<file path="src/rtl/hrl_pkg.sv">
// ----------------------------------------------------------------------------
// Hex record loader package
// Result kinds, record marker characters, checksum targets, Intel record types and the decode result type.
// ----------------------------------------------------------------------------
`default_nettype none

package hrl_pkg;

  localparam int unsigned AddrW = 32;

  localparam logic [2:0] KIND_WRITE = 3'd0;
  localparam logic [2:0] KIND_GOOD  = 3'd1;
  localparam logic [2:0] KIND_BAD   = 3'd2;
  localparam logic [2:0] KIND_START = 3'd3;
  localparam logic [2:0] KIND_SHORT = 3'd4;

  localparam logic [7:0] CHR_S_LO  = 8'h73;
  localparam logic [7:0] CHR_S_UP  = 8'h53;
  localparam logic [7:0] CHR_COLON = 8'h3a;
  localparam logic [7:0] CHR_ONE   = 8'h31;
  localparam logic [7:0] CHR_TWO   = 8'h32;
  localparam logic [7:0] CHR_THREE = 8'h33;
  localparam logic [7:0] CHR_SEVEN = 8'h37;
  localparam logic [7:0] CHR_EIGHT = 8'h38;
  localparam logic [7:0] CHR_NINE  = 8'h39;

  localparam logic [7:0] SUM_SREC  = 8'hff;
  localparam logic [7:0] SUM_IHEX  = 8'h00;

  localparam logic [7:0] IHEX_DATA  = 8'h00;
  localparam logic [7:0] IHEX_UPPER = 8'h04;

  typedef struct packed {
    logic             valid;
    logic [2:0]       kind;
    logic [AddrW-1:0] address;
    logic [7:0]       data_byte;
  } hrl_result_t;

endpackage

`default_nettype wire

</file>
<file path="src/rtl/hrl_if.sv">
// ----------------------------------------------------------------------------
// Hex record loader channels
// Character input channel and result output channel, valid/ready handshake.
// ----------------------------------------------------------------------------
`default_nettype none

interface hrl_char_if;
  logic       valid;
  logic       ready;
  logic [7:0] character;
  logic       end_of_line;

  modport source (output valid, output character, output end_of_line, input ready);
  modport sink   (input valid, input character, input end_of_line, output ready);
endinterface

interface hrl_result_if;
  logic        valid;
  logic        ready;
  logic [2:0]  kind;
  logic [31:0] address;
  logic [7:0]  data_byte;

  modport source (output valid, output kind, output address, output data_byte, input ready);
  modport sink   (input valid, input kind, input address, input data_byte, output ready);
endinterface

`default_nettype wire

</file>
<file path="src/rtl/hex_record_loader.sv">
// ----------------------------------------------------------------------------
// Hex record loader
// Decodes S-record and Intel hex text lines into byte writes and status beats.
//
// char_i carries one character of a line per beat, or an end-of-line beat.
// result_o carries one result beat: byte write, record good, checksum bad,
// start address or short record. Most character beats give no result.
// cfg_we_i / cfg_wdata_i load the relocation offset; write it only while idle.
// Each beat lands in an input register, then one decode step updates the
// record state and loads the result register: a result is valid once its
// character has passed both registers, and a stall on result_o holds the step.
// One character beat is taken per cycle, set by the single decode step, unless result_o stalls.
// While result_o stalls, one more beat is held in the input register, then
// char_i.ready drops until the result beat is taken.
// Reset returns the decoder to idle, clears the sum and the upper address
// and sets the relocation offset to zero.
// ----------------------------------------------------------------------------
`default_nettype none

module hex_record_loader
  import hrl_pkg::*;
(
  input  wire logic        clk_i,
  input  wire logic        rst_ni,
  hrl_char_if.sink         char_i,
  hrl_result_if.source     result_o,
  input  wire logic        cfg_we_i,
  input  wire logic [31:0] cfg_wdata_i
);

  logic             in_vld_q, in_vld_d;
  logic [7:0]       in_chr_q;
  logic             in_eol_q;
  logic [AddrW-1:0] reloc_q;
  logic             res_vld_q, res_vld_d;
  logic [2:0]       res_kind_q;
  logic [AddrW-1:0] res_addr_q;
  logic [7:0]       res_data_q;
  logic             step;
  logic             in_take;
  hrl_result_t      dec_res;

  assign step    = in_vld_q && (!res_vld_q || result_o.ready);
  assign in_take = char_i.valid && char_i.ready;

  assign char_i.ready       = !in_vld_q || step;
  assign result_o.valid     = res_vld_q;
  assign result_o.kind      = res_kind_q;
  assign result_o.address   = res_addr_q;
  assign result_o.data_byte = res_data_q;

  hrl_decode u_decode (
    .clk_i    (clk_i),
    .rst_ni   (rst_ni),
    .step_i   (step),
    .char_i   (in_chr_q),
    .eol_i    (in_eol_q),
    .reloc_i  (reloc_q),
    .result_o (dec_res)
  );

  always_comb begin
    in_vld_d = in_vld_q;
    if (in_take) begin
      in_vld_d = 1'b1;
    end else if (step) begin
      in_vld_d = 1'b0;
    end
    res_vld_d = res_vld_q && !result_o.ready;
    if (step) begin
      res_vld_d = dec_res.valid;
    end
  end

  always_ff @(posedge clk_i or negedge rst_ni) begin
    if (!rst_ni) begin
      in_vld_q  <= 1'b0;
      res_vld_q <= 1'b0;
      reloc_q   <= '0;
    end else begin
      in_vld_q  <= in_vld_d;
      res_vld_q <= res_vld_d;
      if (cfg_we_i) begin
        reloc_q <= cfg_wdata_i;
      end
    end
  end

  always_ff @(posedge clk_i) begin
    if (in_take) begin
      in_chr_q <= char_i.character;
      in_eol_q <= char_i.end_of_line;
    end
    if (step && dec_res.valid) begin
      res_kind_q <= dec_res.kind;
      res_addr_q <= dec_res.address;
      res_data_q <= dec_res.data_byte;
    end
  end

endmodule

`default_nettype wire

</file>
<file path="src/rtl/hrl_decode.sv">
// ----------------------------------------------------------------------------
// Hex record loader decoder
// Record state machine: one character per step, forms the result of that step.
// ----------------------------------------------------------------------------
`default_nettype none

module hrl_decode
  import hrl_pkg::*;
(
  input  wire logic             clk_i,
  input  wire logic             rst_ni,
  input  wire logic             step_i,
  input  wire logic [7:0]       char_i,
  input  wire logic             eol_i,
  input  wire logic [AddrW-1:0] reloc_i,
  output hrl_result_t           result_o
);

  typedef enum logic [8:0] {
    PH_IDLE  = 9'b000000001,
    PH_SKIP  = 9'b000000010,
    PH_STYPE = 9'b000000100,
    PH_LEN   = 9'b000001000,
    PH_ADDR  = 9'b000010000,
    PH_DATA  = 9'b000100000,
    PH_CHECK = 9'b001000000,
    PH_ITYPE = 9'b010000000,
    PH_UPPER = 9'b100000000
  } phase_e;

  phase_e           phase_q, phase_d;
  logic             intel_q, intel_d;
  logic             sstart_q, sstart_d;
  logic [2:0]       swidth_q, swidth_d;
  logic [2:0]       abl_q, abl_d;
  logic [7:0]       bl_q, bl_d;
  logic [AddrW-1:0] raddr_q, raddr_d;
  logic [15:0]      upper_q, upper_d;
  logic [7:0]       sum_q, sum_d;
  logic [3:0]       hi_q, hi_d;
  logic             pend_q, pend_d;
  logic [AddrW-1:0] waddr_q, waddr_d;

  logic [4:0]       digit;
  logic [7:0]       byte_val;
  logic [7:0]       sum_new;
  logic [AddrW-1:0] upper_full;
  logic [AddrW-1:0] addr_shift;
  logic [AddrW-1:0] base_addr;
  logic             in_record;
  logic [7:0]       want;

  assign digit      = {1'b0, char_i[3:0]} + ((char_i > CHR_NINE) ? 5'd9 : 5'd0);
  assign byte_val   = {hi_q, 4'b0000} + {3'b000, digit};
  assign sum_new    = sum_q + byte_val;
  assign upper_full = intel_q ? {upper_q, 16'h0000} : '0;
  assign addr_shift = {raddr_q[AddrW-9:0], byte_val};
  assign base_addr  = ((phase_q == PH_ITYPE) ? raddr_q : addr_shift) + reloc_i + upper_full;
  assign want       = intel_q ? SUM_IHEX : SUM_SREC;
  assign in_record  = (phase_q != PH_IDLE) && (phase_q != PH_SKIP) && (phase_q != PH_STYPE);

  always_comb begin
    phase_d  = phase_q;
    intel_d  = intel_q;
    sstart_d = sstart_q;
    swidth_d = swidth_q;
    abl_d    = abl_q;
    bl_d     = bl_q;
    raddr_d  = raddr_q;
    upper_d  = upper_q;
    sum_d    = sum_q;
    hi_d     = hi_q;
    pend_d   = pend_q;
    waddr_d  = waddr_q;
    result_o = '0;

    if (eol_i) begin
      if (in_record) begin
        result_o.valid     = 1'b1;
        result_o.kind      = KIND_SHORT;
        result_o.data_byte = sum_q;
      end
      phase_d = PH_IDLE;
      pend_d  = 1'b0;
    end else begin
      unique case (phase_q)
        PH_IDLE: begin
          if (char_i == CHR_S_LO || char_i == CHR_S_UP || char_i == CHR_COLON) begin
            intel_d = (char_i == CHR_COLON);
            sum_d   = '0;
            pend_d  = 1'b0;
            phase_d = (char_i == CHR_COLON) ? PH_LEN : PH_STYPE;
          end else begin
            phase_d = PH_SKIP;
          end
        end
        PH_SKIP: begin
          phase_d = PH_SKIP;
        end
        PH_STYPE: begin
          sstart_d = (char_i >= CHR_SEVEN);
          if (char_i == CHR_ONE || char_i == CHR_NINE) begin
            swidth_d = 3'd2;
          end else if (char_i == CHR_TWO || char_i == CHR_EIGHT) begin
            swidth_d = 3'd3;
          end else begin
            swidth_d = 3'd4;
          end
          if ((char_i >= CHR_ONE && char_i <= CHR_THREE) ||
              (char_i >= CHR_SEVEN && char_i <= CHR_NINE)) begin
            phase_d = PH_LEN;
          end else begin
            phase_d = PH_SKIP;
          end
        end
        PH_LEN, PH_ADDR, PH_DATA, PH_CHECK, PH_ITYPE, PH_UPPER: begin
          if (!pend_q) begin
            hi_d   = digit[3:0];
            pend_d = 1'b1;
          end else begin
            pend_d = 1'b0;
            sum_d  = sum_new;
            unique case (phase_q)
              PH_LEN: begin
                raddr_d = '0;
                if (intel_q) begin
                  bl_d  = byte_val;
                  abl_d = 3'd2;
                end else begin
                  if (byte_val >= {5'b00000, swidth_q} + 8'd1) begin
                    bl_d = byte_val - {5'b00000, swidth_q} - 8'd1;
                  end else begin
                    bl_d = '0;
                  end
                  abl_d = swidth_q;
                end
                phase_d = PH_ADDR;
              end
              PH_ADDR: begin
                raddr_d = addr_shift;
                abl_d   = abl_q - 3'd1;
                if (abl_q == 3'd1) begin
                  if (intel_q) begin
                    phase_d = PH_ITYPE;
                  end else if (sstart_q) begin
                    phase_d = PH_CHECK;
                  end else begin
                    waddr_d = base_addr;
                    phase_d = (bl_q != 8'd0) ? PH_DATA : PH_CHECK;
                  end
                end
              end
              PH_ITYPE: begin
                if (byte_val == IHEX_DATA) begin
                  waddr_d = base_addr;
                  phase_d = (bl_q != 8'd0) ? PH_DATA : PH_CHECK;
                end else if (byte_val == IHEX_UPPER) begin
                  raddr_d = '0;
                  abl_d   = 3'd2;
                  phase_d = PH_UPPER;
                end else begin
                  phase_d = PH_SKIP;
                end
              end
              PH_UPPER: begin
                raddr_d = addr_shift;
                abl_d   = abl_q - 3'd1;
                if (abl_q == 3'd1) begin
                  upper_d = {raddr_q[7:0], byte_val};
                  phase_d = PH_SKIP;
                end
              end
              PH_DATA: begin
                result_o.valid     = 1'b1;
                result_o.kind      = KIND_WRITE;
                result_o.address   = waddr_q;
                result_o.data_byte = byte_val;
                waddr_d = waddr_q + AddrW'(1);
                bl_d    = bl_q - 8'd1;
                if (bl_q == 8'd1) begin
                  phase_d = PH_CHECK;
                end
              end
              default: begin
                phase_d            = PH_SKIP;
                result_o.valid     = 1'b1;
                result_o.data_byte = sum_new;
                if (sum_new != want) begin
                  result_o.kind = KIND_BAD;
                end else if (!intel_q && sstart_q) begin
                  result_o.kind    = KIND_START;
                  result_o.address = raddr_q;
                end else begin
                  result_o.kind = KIND_GOOD;
                end
              end
            endcase
          end
        end
        default: begin
          phase_d = PH_IDLE;
        end
      endcase
    end
  end

  always_ff @(posedge clk_i or negedge rst_ni) begin
    if (!rst_ni) begin
      phase_q  <= PH_IDLE;
      intel_q  <= 1'b0;
      sstart_q <= 1'b0;
      swidth_q <= '0;
      abl_q    <= '0;
      bl_q     <= '0;
      raddr_q  <= '0;
      upper_q  <= '0;
      sum_q    <= '0;
      hi_q     <= '0;
      pend_q   <= 1'b0;
      waddr_q  <= '0;
    end else if (step_i) begin
      phase_q  <= phase_d;
      intel_q  <= intel_d;
      sstart_q <= sstart_d;
      swidth_q <= swidth_d;
      abl_q    <= abl_d;
      bl_q     <= bl_d;
      raddr_q  <= raddr_d;
      upper_q  <= upper_d;
      sum_q    <= sum_d;
      hi_q     <= hi_d;
      pend_q   <= pend_d;
      waddr_q  <= waddr_d;
    end
  end

endmodule

`default_nettype wire

</file>
<file path="src/flat_wrapper.sv">
// flat-port wrapper written by rule: the top's interface ports become plain ports
module hex_record_loader_flat import hrl_pkg::*;
  (clk_i, rst_ni, cfg_we_i, cfg_wdata_i, char_i_valid, char_i_character, char_i_end_of_line, char_i_ready, result_o_valid, result_o_kind, result_o_address, result_o_data_byte, result_o_ready);
  hrl_char_if char_i_i ();
  hrl_result_if result_o_i ();
  input  wire logic clk_i;
  input  wire logic rst_ni;
  input  wire logic cfg_we_i;
  input  wire logic [31:0] cfg_wdata_i;
  input wire logic [$bits(char_i_i.valid)-1:0] char_i_valid;
  input wire logic [$bits(char_i_i.character)-1:0] char_i_character;
  input wire logic [$bits(char_i_i.end_of_line)-1:0] char_i_end_of_line;
  output wire logic [$bits(char_i_i.ready)-1:0] char_i_ready;
  output wire logic [$bits(result_o_i.valid)-1:0] result_o_valid;
  output wire logic [$bits(result_o_i.kind)-1:0] result_o_kind;
  output wire logic [$bits(result_o_i.address)-1:0] result_o_address;
  output wire logic [$bits(result_o_i.data_byte)-1:0] result_o_data_byte;
  input wire logic [$bits(result_o_i.ready)-1:0] result_o_ready;
  assign char_i_i.valid = char_i_valid;
  assign char_i_i.character = char_i_character;
  assign char_i_i.end_of_line = char_i_end_of_line;
  assign char_i_ready = char_i_i.ready;
  assign result_o_valid = result_o_i.valid;
  assign result_o_kind = result_o_i.kind;
  assign result_o_address = result_o_i.address;
  assign result_o_data_byte = result_o_i.data_byte;
  assign result_o_i.ready = result_o_ready;
  hex_record_loader u_core (.clk_i(clk_i), .rst_ni(rst_ni), .char_i(char_i_i), .result_o(result_o_i), .cfg_we_i(cfg_we_i), .cfg_wdata_i(cfg_wdata_i));
endmodule
</file>
<file path="config.mk">
export PLATFORM = sky130hd
export DESIGN_NAME = hex_record_loader_flat
export DESIGN_NICKNAME = d
export VERILOG_FILES = /design/src/rtl/hrl_pkg.sv /design/src/rtl/hrl_if.sv /design/src/rtl/hex_record_loader.sv /design/src/rtl/hrl_decode.sv /design/src/flat_wrapper.sv
export SDC_FILE = /design/constraint.sdc
export NUM_CORES = 1
export LEC_CHECK = 0
export ABC_AREA = 0
export BUFFER_PORTS_ARGS = -buffer_cell sky130_fd_sc_hd__buf_2
export CORE_UTILIZATION = 55
export CTS_BUF_LIST = sky130_fd_sc_hd__clkbuf_8
export DETAILED_ROUTE_END_ITERATION = 6
export PLACE_DENSITY = 0.72
export REMOVE_ABC_BUFFERS = 1
export SLEW_MARGIN = 30
export SYNTH_ARGS = -nofsm -noshare
export SYNTH_HDL_FRONTEND = slang
export SYNTH_SLANG_ARGS = --single-unit
</file>
<file path="constraint.sdc">
create_clock -name clk_i -period 14.35 [get_ports clk_i]
set_input_delay 1.435 -clock clk_i [delete_from_list [all_inputs] [get_ports clk_i]]
set_output_delay 1.435 -clock clk_i [all_outputs]
set_load 0.01 [all_outputs]
</file>
# Word-level counts from Yosys, hierarchy flattened
# Index checks and enable logic that the tools add are counted.
[op_classes]
n_eq_ne = 36
n_reduce_logical = 42
magnitude_cmp = 6
n_bitwise = 3
mux = 57
addsub = 11
[op_table]
columns = ["cell", "n"]
rows = [
  ["$mux W32", 10],
  ["$pmux W32 S3", 2],
  ["$mux W44", 2],
  ["$pmux W44 S2", 1],
  ["$add A32 B32 Y32", 2],
  ["$mux W8", 8],
  ["$mux W9", 7],
  ["$pmux W9 S5", 1],
  ["$eq A8 B6 Y1 const B", 5],
  ["$pmux W9 S4", 1],
  ["$add A32 B1 Y32 const B", 1],
  ["$pmux W8 S2", 2],
  ["$mux W4", 6],
  ["$eq A8 B7 Y1 const B", 2],
  ["$ge A8 B6 Y1 const B", 2],
  ["$le A8 B6 Y1 const B", 2],
  ["$sub A8 B1 Y8 const B", 2],
  ["$mux W3", 5],
  ["$reduce_and A5 Y1", 3],
  ["$mux W7", 2],
  ["$ne A2 B2 Y1 const B", 6],
  ["$ne A4 B3 Y1 const B", 3],
  ["$eq A9 B1 Y1 const B", 1],
  ["$eq A9 B2 Y1 const B", 1],
  ["other kinds (45)", 78],
]
[word_totals]
ff_bits = 204
out_inout_bits = 45
input_bits = 46

# Depth between registers and ports, before layout
# Gate-level depths: netlist of run 1.
[logic_depth]
word_depth = 12
depth_mapped = 24
depth_no_buf = 22

# Hierarchy
# A second synthesis of run 1 with hierarchy kept.
[unflattened]
cells_unflattened = 1344
hier_area_um2 = 12959.9
[modules_own_cells]
columns = ["module", "cells_each", "n_inst", "area_per_inst_um2"]
rows = [
  ["hrl_decode", 1214, 1, 9957.0],
  ["hex_record_loader", 130, 1, 3002.9],
]

# Least setup slack after synthesis of run 1
# No wires, ideal clock.
[synth_timing]
kind = "reg2reg"
from = "register u_core.u_decode.phase_q[0]"
to = "register u_core.u_decode.waddr_q[28]"
arrival_time_ns = 4.822
setup_slack_ns = 9.396
path_stages_with_launch = 20
path_cell_list = "dfstp_2 > buf_2 > or3_4 > or2_2 > clkbuf_1 > or3_1 > buf_2 > buf_1 > mux2i_1 > fa_1 > inv_1 > ha_1 > a21o_1 > nor3b_1 > nand3_1 > a2111oi_0 > nor2_1 > a31oi_1 > xor2_1 > o211ai_1"
[synth_between]
elab_chain_cells = 8
elab_cells_between_ends = 21
classes_between = "add/sub: 2; eq/ne: 10; mux: 6; reduce/logical: 3"
[synth_rtl]
columns = ["item", "line", "text"]
rows = [
  ["start, declared", "hrl_decode.sv:31", "phase_e phase_q, phase_d;"],
  ["start signal, assigned", "hrl_decode.sv:222", "phase_q <= phase_d;"],
  ["$eq A9 B8 Y1", "hrl_decode.sv:58, hrl_decode.sv:86, hrl_decode.sv:123", ""],
  ["$mux W32", "hrl_decode.sv:58", "assign base_addr = ((phase_q == PH_ITYPE) ? raddr_q : addr_shift) + reloc_i + upper_full;"],
  ["$add A32 B32 Y32 (2 in a row)", "hrl_decode.sv:58", ""],
  ["$mux W32", "hrl_decode.sv:145", "end else if (sstart_q) begin"],
  ["$mux W32", "hrl_decode.sv:143", "if (intel_q) begin"],
  ["$mux W32", "hrl_decode.sv:142", "if (abl_q == 3'd1) begin"],
  ["$pmux W32 S3", "hrl_decode.sv:123", "unique case (phase_q)"],
  ["end signal, assigned", "hrl_decode.sv:233", "waddr_q <= waddr_d;"],
  ["end, declared", "hrl_decode.sv:42", "logic [AddrW-1:0] waddr_q, waddr_d;"],
]
# Several ways; a longest one is shown, not always the timed one. The select of a mux whose other input is x is not followed.
# A chain may end at the register's enable or synchronous reset.

# Worst setup path in the final report of run 1
[layout_timing]
from = "register u_core.in_chr_q[2]"
to = "register u_core.u_decode.waddr_q[28]"
[layout_between]
elab_chain_cells = 11
elab_cells_between_ends = 15
classes_between = "add/sub: 4; order compare: 1; eq/ne: 1; mux: 7; reduce/logical: 2"
[layout_rtl]
columns = ["item", "line", "text"]
rows = [
  ["start, declared", "hex_record_loader.sv:32", "logic [7:0] in_chr_q;"],
  ["start signal, assigned", "hex_record_loader.sv:91", "in_chr_q <= char_i.character;"],
  ["$gt A8 B6 Y1", "hrl_decode.sv:53", "assign digit = {1'b0, char_i[3:0]} + ((char_i > CHR_NINE) ? 5'd9 : 5'd0);"],
  ["$mux W4", "hrl_decode.sv:53", ""],
  ["$add A4 B4 Y5 (*)", "hrl_decode.sv:53", ""],
  ["$add A8 B5 Y8 (*)", "hrl_decode.sv:54", "assign byte_val = {hi_q, 4'b0000} + {3'b000, digit};"],
  ["via u_core.u_decode.byte_val[5]", "hrl_decode.sv:45", "logic [7:0] byte_val;"],
  ["$mux W32", "hrl_decode.sv:58", ""],
  ["$add A32 B32 Y32 (2 in a row)", "hrl_decode.sv:58", ""],
  ["$mux W32", "hrl_decode.sv:145", ""],
  ["$mux W32", "hrl_decode.sv:143", ""],
  ["$mux W32", "hrl_decode.sv:142", ""],
  ["$pmux W32 S3", "hrl_decode.sv:123", ""],
]
# Mark *: on every way through the listed nets, which the timed path passes. The rest lies on a longest branch. The select of a mux whose other input is x is not followed.

==> out/metrics.cfg, run 1 <==
[global_route]
grt_use_met2_pct=48.0
use_met3_pct=5.52
grt_max_degree=79
grt_pass1_wl_mm=55.3
grt-busiest-layer=met2
overflow=0
use_met1_pct=40.3
grt_pass1_vias=10300
antenna_found_initial=0
grt_usage_pct=30.0

[critical_path]
cpMostUsedCell=ha_1
startpoint_type=flip-flop
crit_fanout=10
worst_path_max_delay_cell=a2111oi_1
crit_path_max_incr_delay_ns=0.73
cp-end-kind=flip-flop
critical_path.cell_chain=o21ai_0 > o21ai_0 > and2_1 > ha_1 > o21ai_0 > nand2_1 > a22o_1 > ha_1 > ha_1 > nand2_1 > nand2_1 > ha_1 > ha_1 > a21oi_1 > nand2_1 > o2111ai_1 > nand3_1 > a2111oi_1 > nor2_1 > a31oi_1 > xor2_1 > o211ai_1
critPathKind=reg -> reg
crit_required_ns=14.74
arrival_ns=6.09

[route]
vias=10900
vias_per_cell=6.03
wirelength_mm=35.1
routedWlPerCell_um=19.4
dr.pass1.iters=7
route.antenna.remaining_nets=0
drc=0
drt_iter0_drc=851

[synth]
synth_cell_types=80
yosys_register_bits=204
synth_area_per_cell_um2=9.20
syn_area_mm2=0.0128
yosys_warnings=0
synth-async-reset-ratio_pct=74.5
synth_top_flop_cell=dfrtp_1
synth-edff-count=52
synthCells=1396
ys_seq_area_share_pct=41.8

[floorplanning]
die_w_um=155
pin_count=91
core_mm2=0.0228
die_area_mm2=0.0240
core.rowCount=55
initial_utilization_pct=56.4
die_y_um=155

[clocking]
hold_buffers=0
h-tree-depth=2
cts-resized-gates=0
cts_buffer_depth=3
cts_setup_buffers=0
path_clk_slew_ns=0.06
clk-insertion-delay-late_ns=0.54
cts_tree=yes
numCtsBuffers=36
cts_sinks=204
cts_root_buffer=clkbuf_8

[placement]
gp_congestion=0.934
place_hpwl_mm=24.3
numPortBuffers=90
dpl_cell_area_mm2=0.0135

[power]
p_per_area_mw_per_mm2=99.0
p_leak_uw=0.00666
combPwrFrac_pct=18.2
clkPwrFrac_pct=34.7
irDropWorstVdd_mv=0.0996
seqPwrFrac_pct=47.1
p_sw_share_pct=30.0
internal_power_uw=986
switchingPower_uw=423

[sta]
hold_violations=0
finalClockSkew_ns=0.0350
rsz0062_at_grt=no
fin_setup_tns_ns=0
worst_slew_pin_slew_ns=0.997
min_period_over_period_pct=39.7
slew_headroom_pct=33.0
drv_slew=0
finalSetupViolations=0
period_needed_ns=5.70
holdWs_ns=0.479
fmax_ghz=0.175

[final_layout]
fin_util_pct=62.5
antenna_cells=0
area_growth_syn_to_layout_pct=10.8
nets=1604
drive_above_1_share_pct=13.6
design_area_mm2=0.0142
fillCellCount=2001

[hold_path]
min-delay-path-class=reg -> reg

[outcome]
status=finished, final reports clean

[job]
cap_violations=0

## area by class of cell
cell class	count	area [um^2]	share of cell area, %
Timing Repair Buffer	109	659	4.63
Multi-Input combinational cell	1041	6870	48.3
Sequential cell	204	5370	37.7
Inverter	79	297	2.08
Clock buffer	40	551	3.87
Clock inverter	24	91.3	0.642
Tap cell	313	392	2.75
## critical path: cells and delay by family, from the launching register on
family | cells | cell delay [ns]
AO/OA/AOI/OAI | 9 | 2.42
XOR/XNOR | 1 | 0.16
adder cells (fa/ha/maj) | 5 | 1.55
flip-flops | 1 | 0.54
AND/OR/NAND/NOR | 7 | 0.90
## metrics by stage
step	setup slack, ns	power (uW)	instances
after global routing	8.29	1480	1810
after CTS	8.73	1420	1808
final	8.65	1410	1810
after detailed placement	8.78	927	1744
after floorplan	9.23	834	1324
after global placement	8.65	924	1743
## power groups by stage
stage	clock network, uW	logic [uW]	registers, uW
after floorplan	0	153	681
after global placement	0	251	673
after detailed placement	0	254	674
after CTS	500	256	664
after global routing	525	286	667
final	488	257	664
## Yosys cell counts, types with 8 or more instances
| cell | n | area share (%) |
|---|---|---|
| o211ai_1 | 8 | 0.47 |
| fa_1 | 18 | 2.8 |
| a31oi_1 | 12 | 0.58 |
| mux2i_1 | 20 | 1.6 |
| dfrtp_1 | 151 | 29 |
| o21ai_0 | 107 | 4.2 |
| ha_1 | 69 | 6.7 |
| mux2_2 | 20 | 1.8 |
| inv_1 | 78 | 2.3 |
| a21o_1 | 21 | 1.2 |
| nor3_1 | 35 | 1.4 |
| nand4_1 | 14 | 0.68 |
| nor2_1 | 60 | 1.8 |
| a22o_1 | 42 | 2.9 |
| buf_2 | 15 | 0.58 |
| nand3_1 | 60 | 2.3 |
| and3_1 | 8 | 0.39 |
| and2_1 | 8 | 0.39 |
| edfxtp_1 | 52 | 12 |
| xnor2_1 | 26 | 1.8 |
| clkbuf_1 | 45 | 1.3 |
| nand2b_1 | 13 | 0.63 |
| a21oi_1 | 96 | 3.7 |
| o22ai_1 | 10 | 0.49 |
| o31ai_1 | 11 | 0.64 |
| or3_1 | 11 | 0.54 |
| nand2_1 | 227 | 6.6 |
| xor2_1 | 23 | 1.6 |
| a211oi_1 | 8 | 0.47 |
## state kept, by name (all words and copies together) (netlist names), 3 cells and up
| name | cells |
|---|---|
| u_core.reloc_q | 32 |
| u_core.result_o.address | 32 |
| u_core.u_decode.raddr_q | 32 |
| u_core.u_decode.waddr_q | 32 |
| u_core.u_decode.upper_q | 16 |
| u_core.u_decode.phase_q | 9 |
| u_core.in_chr_q | 8 |
| u_core.result_o.data_byte | 8 |
| u_core.u_decode.bl_q | 8 |
| u_core.u_decode.sum_q | 8 |
| u_core.u_decode.hi_q | 4 |
| u_core.result_o.kind | 3 |
| u_core.u_decode.abl_q | 3 |
| u_core.u_decode.swidth_q | 3 |
## cell families (layout without fill, tap and decap cells)
| logic type | Yosys count | in the layout | share of synthesized area, % |
|---|---|---|---|
| AOI/OAI and AO/OA | 377 | 377 | 18.7 |
| and+or+nand+nor | 480 | 480 | 17.6 |
| DFF | 204 | 204 | 41.8 |
| xor gates and xnor gates | 49 | 49 | 3.34 |
| buffers and inverters | 151 | 252 | 4.86 |
| adders and majority gates | 87 | 87 | 9.53 |
| muxes | 48 | 48 | 4.22 |
## final timing paths
path                       slack [ns]                          end                        from  depth (start not counted)
setup / recovery                 8.65  u_core.u_decode.waddr_q[28]          u_core.in_chr_q[2]                         22
setup reg to reg                 8.65  u_core.u_decode.waddr_q[28]          u_core.in_chr_q[2]                         22
hold reg to reg                  0.48   u_core.u_decode.upper_q[2]  u_core.u_decode.upper_q[2]                          2
min in group asynchronous        0.98   u_core.u_decode.phase_q[7]                      rst_ni                          1
max in group asynchronous       12.19     u_core.u_decode.sum_q[2]                      rst_ni                          3
hold / removal                   0.48   u_core.u_decode.upper_q[2]  u_core.u_decode.upper_q[2]                          2
## cell usage in the layout (no fill, tap or decap), types with 7 or more instances in the layout
cell type / Yosys / layout
nand2_1: 227 / 227
dfrtp_1: 151 / 151
o21ai_0: 107 / 107
inv_1: 78 / 98
a21oi_1: 96 / 95
buf_2: 15 / 89
ha_1: 69 / 69
nand3_1: 60 / 60
nor2_1: 60 / 58
edfxtp_1: 52 / 52
a22o_1: 42 / 42
clkbuf_8: 0 / 40
nor3_1: 35 / 34
xnor2_1: 26 / 26
xor2_1: 23 / 23
a21o_1: 21 / 21
mux2i_1: 20 / 20
mux2_2: 20 / 20
fa_1: 18 / 18
buf_4: 2 / 16
nand4_1: 14 / 14
nand2b_1: 13 / 13
a31oi_1: 12 / 12
o31ai_1: 11 / 11
or3_1: 11 / 10
o22ai_1: 10 / 10
and2_1: 8 / 8
o211ai_1: 8 / 8
a211oi_1: 8 / 8
and3_1: 8 / 8
nand3b_1: 7 / 7
o21bai_1: 7 / 7
a22oi_1: 7 / 7
o21a_1: 7 / 7
mux2_4: 7 / 7
## metal layers
metal	vias up	share of wire, %
met2	478	46
met5	-	0
met4	0	3.7
li1	5145	-
met3	86	7.7
met1	5210	43
(Power assumes the default switching activity.)
==> run 2, diff against run 1 <==
--- a/config.mk
+++ b/config.mk
@@ -10,7 +10,7 @@
 export CORE_UTILIZATION = 55
 export CTS_BUF_LIST = sky130_fd_sc_hd__clkbuf_8
 export DETAILED_ROUTE_END_ITERATION = 6
-export PLACE_DENSITY = 0.72
+export PLACE_DENSITY = 0.75
 export REMOVE_ABC_BUFFERS = 1
 export SLEW_MARGIN = 30
 export SYNTH_ARGS = -nofsm -noshare
==> constraint.sdc (replaced) <==
create_clock -name clk_i -period 5.2 [get_ports clk_i]
set_input_delay 0.52 -clock clk_i [delete_from_list [all_inputs] [get_ports clk_i]]
set_output_delay 0.52 -clock clk_i [all_outputs]
set_load 0.01 [all_outputs]
==> run 2 against run 1 <==
  * First-iteration DRC count is 17% higher
  * Final area is 1.7% higher
  * Worst setup slack worse by 8.4 ns
  * Clock skew is 0.015 ns lower
  * Final cell count is 1.1% higher
  * Sequential share of layout area is 0.62 points lower
  * Critical path depth is 3 lower
  * Sequential cell count stayed put
  * Critical endpoint is now u_core.u_decode.waddr_q[9]
==> out/metrics.cfg, run 2 (synthesis gave the netlist of run 1 again) <==
[final_layout]
final_cell_count_no_fill=1830
drive_above_1_share_pct=15.6
fillCellCount=1920
area_growth_syn_to_layout_pct=12.7
fin_util_pct=63.5
antenna_cells=0
final_common_cell=nand2_1
layout_common_cells=226 x nand2_1, 151 x dfrtp_1, 107 x o21ai_0
nets=1622
design_area_mm2=0.0145

[placement]
dpl_cell_area_mm2=0.0137
gp_congestion=0.947
place_hpwl_mm=24.5
placed_cells=1764
numPortBuffers=90

[floorplanning]
die_w_um=155
initial_utilization_pct=56.4
core_mm2=0.0228
die_area_mm2=0.0240
die_y_um=155
pin_count=91
core.rowCount=55

[route]
routedWlPerCell_um=18.8
met2_length_mm=16.1
wl_met3_mm=2.46
top_layer=met4
vias_per_cell=6.01
vias=11000
drc=0
m1WireLength_mm=14.8
wirelength_mm=34.5
drt_iter0_drc=995
dr.pass1.iters=6
route.antenna.remaining_nets=0

[hold_path]
min-delay-path-class=in -> async

[power]
combPwrFrac_pct=17.4
p_leak_uw=0.00674
clkPwrFrac_pct=37.5
p_sw_share_pct=29.4
irDropWorstVdd_mv=0.283
switchingPower_uw=1190
internal_power_uw=2860
seqPwrFrac_pct=45.1
p_per_area_mw_per_mm2=280

[sta]
holdWs_ns=0.0905
fmax_ghz=0.203
slew_headroom_pct=35.3
period_needed_ns=4.92
worst_slew_pin_slew_ns=0.971
finalSetupViolations=0
finalClockSkew_ns=0.0199
min_period_over_period_pct=94.7
fin_setup_tns_ns=0
rsz0062_at_grt=yes
drv_slew=0
hold_violations=0

[clocking]
path_clk_slew_ns=0.06
numCtsBuffers=36
cts_sinks=204
hold_buffers=0
clk-insertion-delay-late_ns=0.53
h-tree-depth=2
cts_root_buffer=clkbuf_8
cts_buffer_depth=3
cts_setup_buffers=0
cts_tree=yes
cts-resized-gates=0

[critical_path]
critPathKind=reg -> reg
startpoint_type=flip-flop
cp-end-kind=flip-flop
crit_fanout=12
worstRegToRegCells=19
crit_required_ns=5.67
arrival_ns=5.39

[job]
cap_violations=0

[global_route]
grt_usage_pct=29.4
grt_pass1_vias=10300
grt_max_degree=101
antenna_found_initial=0
grt_pass1_wl_mm=54.9
overflow=0

[outcome]
status=finished, final reports clean

[run 2: cell types whose count changed in the layout (fill, tap and decap cells not counted), sizes merged]
cell and delta:
clkbuf +2, bufinv +2, clkinvlp +2, inv -13, clkinv +10, buf +17
[run 2: cell type report]
type                       count  area (um^2)  share of cell area, %
multi-input combinational   1041         6900                   47.7
sequential                   204         5370                   37.1
timing repair buffer         127          774                   5.35
clock buffer                  41          564                   3.90
tap                          313          392                   2.71
inverter                      79          297                   2.05
clock inverter                25          169                   1.17
[run 2: worst max-delay path, cell delays in order (launching register included)]
cell	delay, ns
edfxtp_1	0.44
nor2_4	0.21
o21ai_0	0.13
and2_1	0.19
ha_1	0.23
o21ai_0	0.17
nand2_1	0.06
a22o_1	0.22
ha_1	0.22
ha_1	0.21
xnor2_1	0.27
buf_4	0.19
inv_1	0.10
nor3_1	0.20
nand2_1	0.10
or4_1	0.59
a211o_1	0.62
buf_4	0.31
nor4_1	0.24
a221o_1	0.15
[run 2: final timing paths]
path / startpoint / to / slack (ns)
max: u_core.in_chr_q[7] / u_core.u_decode.waddr_q[9] / 0.28
min: rst_ni / u_core.u_decode.waddr_q[15] / 0.09
max reg2reg: u_core.in_chr_q[7] / u_core.u_decode.waddr_q[9] / 0.28
min reg2reg: u_core.u_decode.upper_q[1] / u_core.u_decode.upper_q[1] / 0.48
max in group asynchronous: rst_ni / u_core.u_decode.raddr_q[10] / 3.81
min in group clk_i: char_i_character[0] / u_core.in_chr_q[0] / 0.16
[run 2: stage by stage]
step	total power (uW)	setup slack, ns
3_5_place_dp	2550	0.0904
4_1_cts	4070	0.0604
3_3_place_gp	2540	0.174
2_1_floorplan	2300	0.0784
6_report	4050	0.278
5_1_grt	4230	-0.0376
[run 2: metal layers]
layer / up-vias / GRT usage [%]
met5: - / 0
met4: 0 / 10.3
met3: 94 / 4.51
met2: 478 / 48.2
met1: 5231 / 39.7
li1: 5192 / -
[run 2: power by group through the flow]
stage | clock network [uW] | registers (uW) | logic, uW
floorplan | 0 | 1880 | 423
detailed placement | 0 | 1850 | 698
global placement | 0 | 1850 | 686
CTS | 1540 | 1830 | 703
global route | 1610 | 1840 | 784
finish | 1520 | 1830 | 704
==> run 3, diff against run 2 <==
--- a/config.mk
+++ b/config.mk
@@ -10,7 +10,7 @@
 export CORE_UTILIZATION = 55
 export CTS_BUF_LIST = sky130_fd_sc_hd__clkbuf_8
 export DETAILED_ROUTE_END_ITERATION = 6
-export PLACE_DENSITY = 0.75
+export PLACE_DENSITY = 0.72
 export REMOVE_ABC_BUFFERS = 1
 export SLEW_MARGIN = 30
 export SYNTH_ARGS = -nofsm -noshare
==> constraint.sdc (replaced) <==
create_clock -name clk_i -period 4.6 [get_ports clk_i]
set_input_delay 0.46 -clock clk_i [delete_from_list [all_inputs] [get_ports clk_i]]
set_output_delay 0.46 -clock clk_i [all_outputs]
set_load 0.01 [all_outputs]
==> run 3 against run 2 <==
  * The flow now finishes with violations (hold timing)
  * Clock-buffer cell count shrank 1
  * Core utilization grew 3.2 points
  * Via count grew 3.5%
  * Maximum frequency grew 9.1%
  * Routed wire length grew 6.9%
  * Sequential share of layout area shrank 1.8 points
  * Global-route usage grew 1.6 points
==> out/metrics.cfg, run 3 (synthesis gave the netlist of run 1 again) <==
[outcome]
status=complete, but fails checks
failed_checks=hold timing

[route]
route.antenna.remaining_nets=0
drc=0
vias_per_cell=5.95
dr.pass1.iters=5
routedWlPerCell_um=19.3
drt_iter0_drc=864
wirelength_mm=36.8
vias=11400

[clocking]
cts_root_buffer=clkbuf_8
path_clk_slew_ns=0.06
cts_tree=yes
cts_sinks=204
hold_buffers=0
clk-insertion-delay-late_ns=0.54
h-tree-depth=2
cts_buffer_depth=3
numCtsBuffers=36

[critical_path]
crit_path_max_incr_delay_ns=0.55
crit_buf_inv=4
timing.rr.end=u_core.u_decode.waddr_q[25]
crit_required_ns=5.01
critPathKind=reg -> reg
startpoint_type=flip-flop
worst_path_max_delay_cell=fa_1
crit_family=simple AND/OR/NAND/NOR gates
crit_fanout=7
worstRegToRegCells=19
rrSetupSlack_ns=0.09
critical_path.cell_chain=or3_4 > or2_4 > or3_4 > buf_6 > mux2i_4 > fa_1 > inv_1 > ha_2 > buf_4 > nand3_1 > o211ai_1 > nand4_1 > nand2_1 > a22oi_2 > buf_4 > o21ai_0 > a21oi_1 > mux2i_1 > nand3_1
cp-end-kind=flip-flop
rr_startpoint=u_core.u_decode.phase_q[8]
arrival_ns=4.92

[sta]
finalClockSkew_ns=0.0195
min_period_over_period_pct=98.1
fmax_ghz=0.222
rsz0062_at_grt=yes
holdWs_ns=-0.0204
fin_setup_tns_ns=0
fin_ws_ns=0.0876
worst_slew_pin_slew_ns=0.941
slew_headroom_pct=37.2
period_needed_ns=4.51
hold_violations=3
finalSetupViolations=0
drv_slew=0

[floorplanning]
pin_count=91
die_w_um=155
initial_utilization_pct=56.4
core_mm2=0.0228
die_y_um=155
core.rowCount=55
die_area_mm2=0.0240

[global_route]
grt_pass1_wl_mm=57.4
overflow=0
grt_usage_pct=31.0
grt_max_degree=106
grt_pass1_vias=11000
antenna_found_initial=0

[final_layout]
area_growth_syn_to_layout_pct=18.4
antenna_cells=0
fillCellCount=1858
drive_above_1_share_pct=21.7
final_cell_count_no_fill=1911
layout_common_cells=225 x nand2_1, 151 x dfrtp_1, 111 x buf_4
multi_input_area_mm2=0.00710
nets=1703
regArea_mm2=0.00537
final_common_cell=nand2_1

[power]
total_power_uw=4560
p_per_area_mw_per_mm2=300
irDropWorstVdd_mv=0.279
p_leak_uw=0.00713

[placement]
placed_cells=1831
numPortBuffers=90
pre_cts_ws_ns=-0.204
place_hpwl_mm=26.0
gp_congestion=0.941

[job]
cap_violations=0

[hold_path]
min-delay-path-class=in -> async

==> run 3: how the worst max path moves through the flow <==
stage / end / slack [ns] / start / cells after the start
floorplan: u_core.u_decode.waddr_q[28] / -0.52 / u_core.u_decode.phase_q[4] / 16
finish: u_core.u_decode.waddr_q[25] / 0.09 / u_core.u_decode.phase_q[8] / 19
global route: u_core.u_decode.waddr_q[28] / -0.08 / u_core.in_chr_q[7] / 24
global placement: u_core.u_decode.waddr_q[28] / -0.12 / u_core.in_chr_q[7] / 24
detailed placement: u_core.u_decode.waddr_q[28] / -0.20 / u_core.u_decode.phase_q[4] / 17
CTS: u_core.u_decode.waddr_q[28] / -0.00009 / u_core.in_chr_q[2] / 24
==> run 3: what timing repair did <==
item                       in CTS  in global routing
pin swaps                       2                 27
setup endpoints to repair       9                 92
gates cloned                    0                  1
resized for setup               7                 48
buffers inserted                1                 12
==> run 3: final cells by class <==
| type | instances | share of cell area, % |
|---|---|---|
| multi-input combinational | 1041 | 46.7 |
| inverter | 79 | 1.95 |
| timing repair buffer | 208 | 9.10 |
| clock buffer | 40 | 3.62 |
| clock inverter | 26 | 0.773 |
| tap | 313 | 2.58 |
| sequential | 204 | 35.3 |
==> run 3: through the flow <==
step                instance area, um^2  utilization, %
detailed placement                14200            62.3
global placement                  14200            62.3
floorplan                         12500               -
CTS                               14900            65.4
finish                            15200            66.8
global route                      15200            66.8
==> run 3: routing by layer <==
| metal | vias up | GRT usage [%] | share of wire, % | wire (um) |
|---|---|---|---|---|
| li1 | 5350 | - | - | - |
| met1 | 5430 | 40.7 | 42 | 15600 |
| met2 | 486 | 49.9 | 47 | 17200 |
| met3 | 110 | 5.10 | 6.3 | 2340 |
| met4 | 0 | 15.5 | 4.6 | 1700 |
| met5 | - | 0 | 0 | 0 |
==> run 3: where the power goes <==
part           internal, uW  switching, uW  leakage, uW
sequential             1990           59.2      0.00250
clock                   804            763     0.000390
combinational           379            561      0.00424
total                  3180           1380      0.00713
==> run 3: worst register-to-register path, cell delays in order (launching register included) <==
cell and delay, ns:
dfrtp_1 0.38, or3_4 0.39, or2_4 0.24, or3_4 0.48, buf_6 0.18, mux2i_4 0.19, fa_1 0.55, inv_1 0.06
ha_2 0.33, buf_4 0.14, nand3_1 0.09, o211ai_1 0.21, nand4_1 0.12, nand2_1 0.12, a22oi_2 0.09, buf_4 0.17
o21ai_0 0.21, a21oi_1 0.13, mux2i_1 0.21, nand3_1 0.10
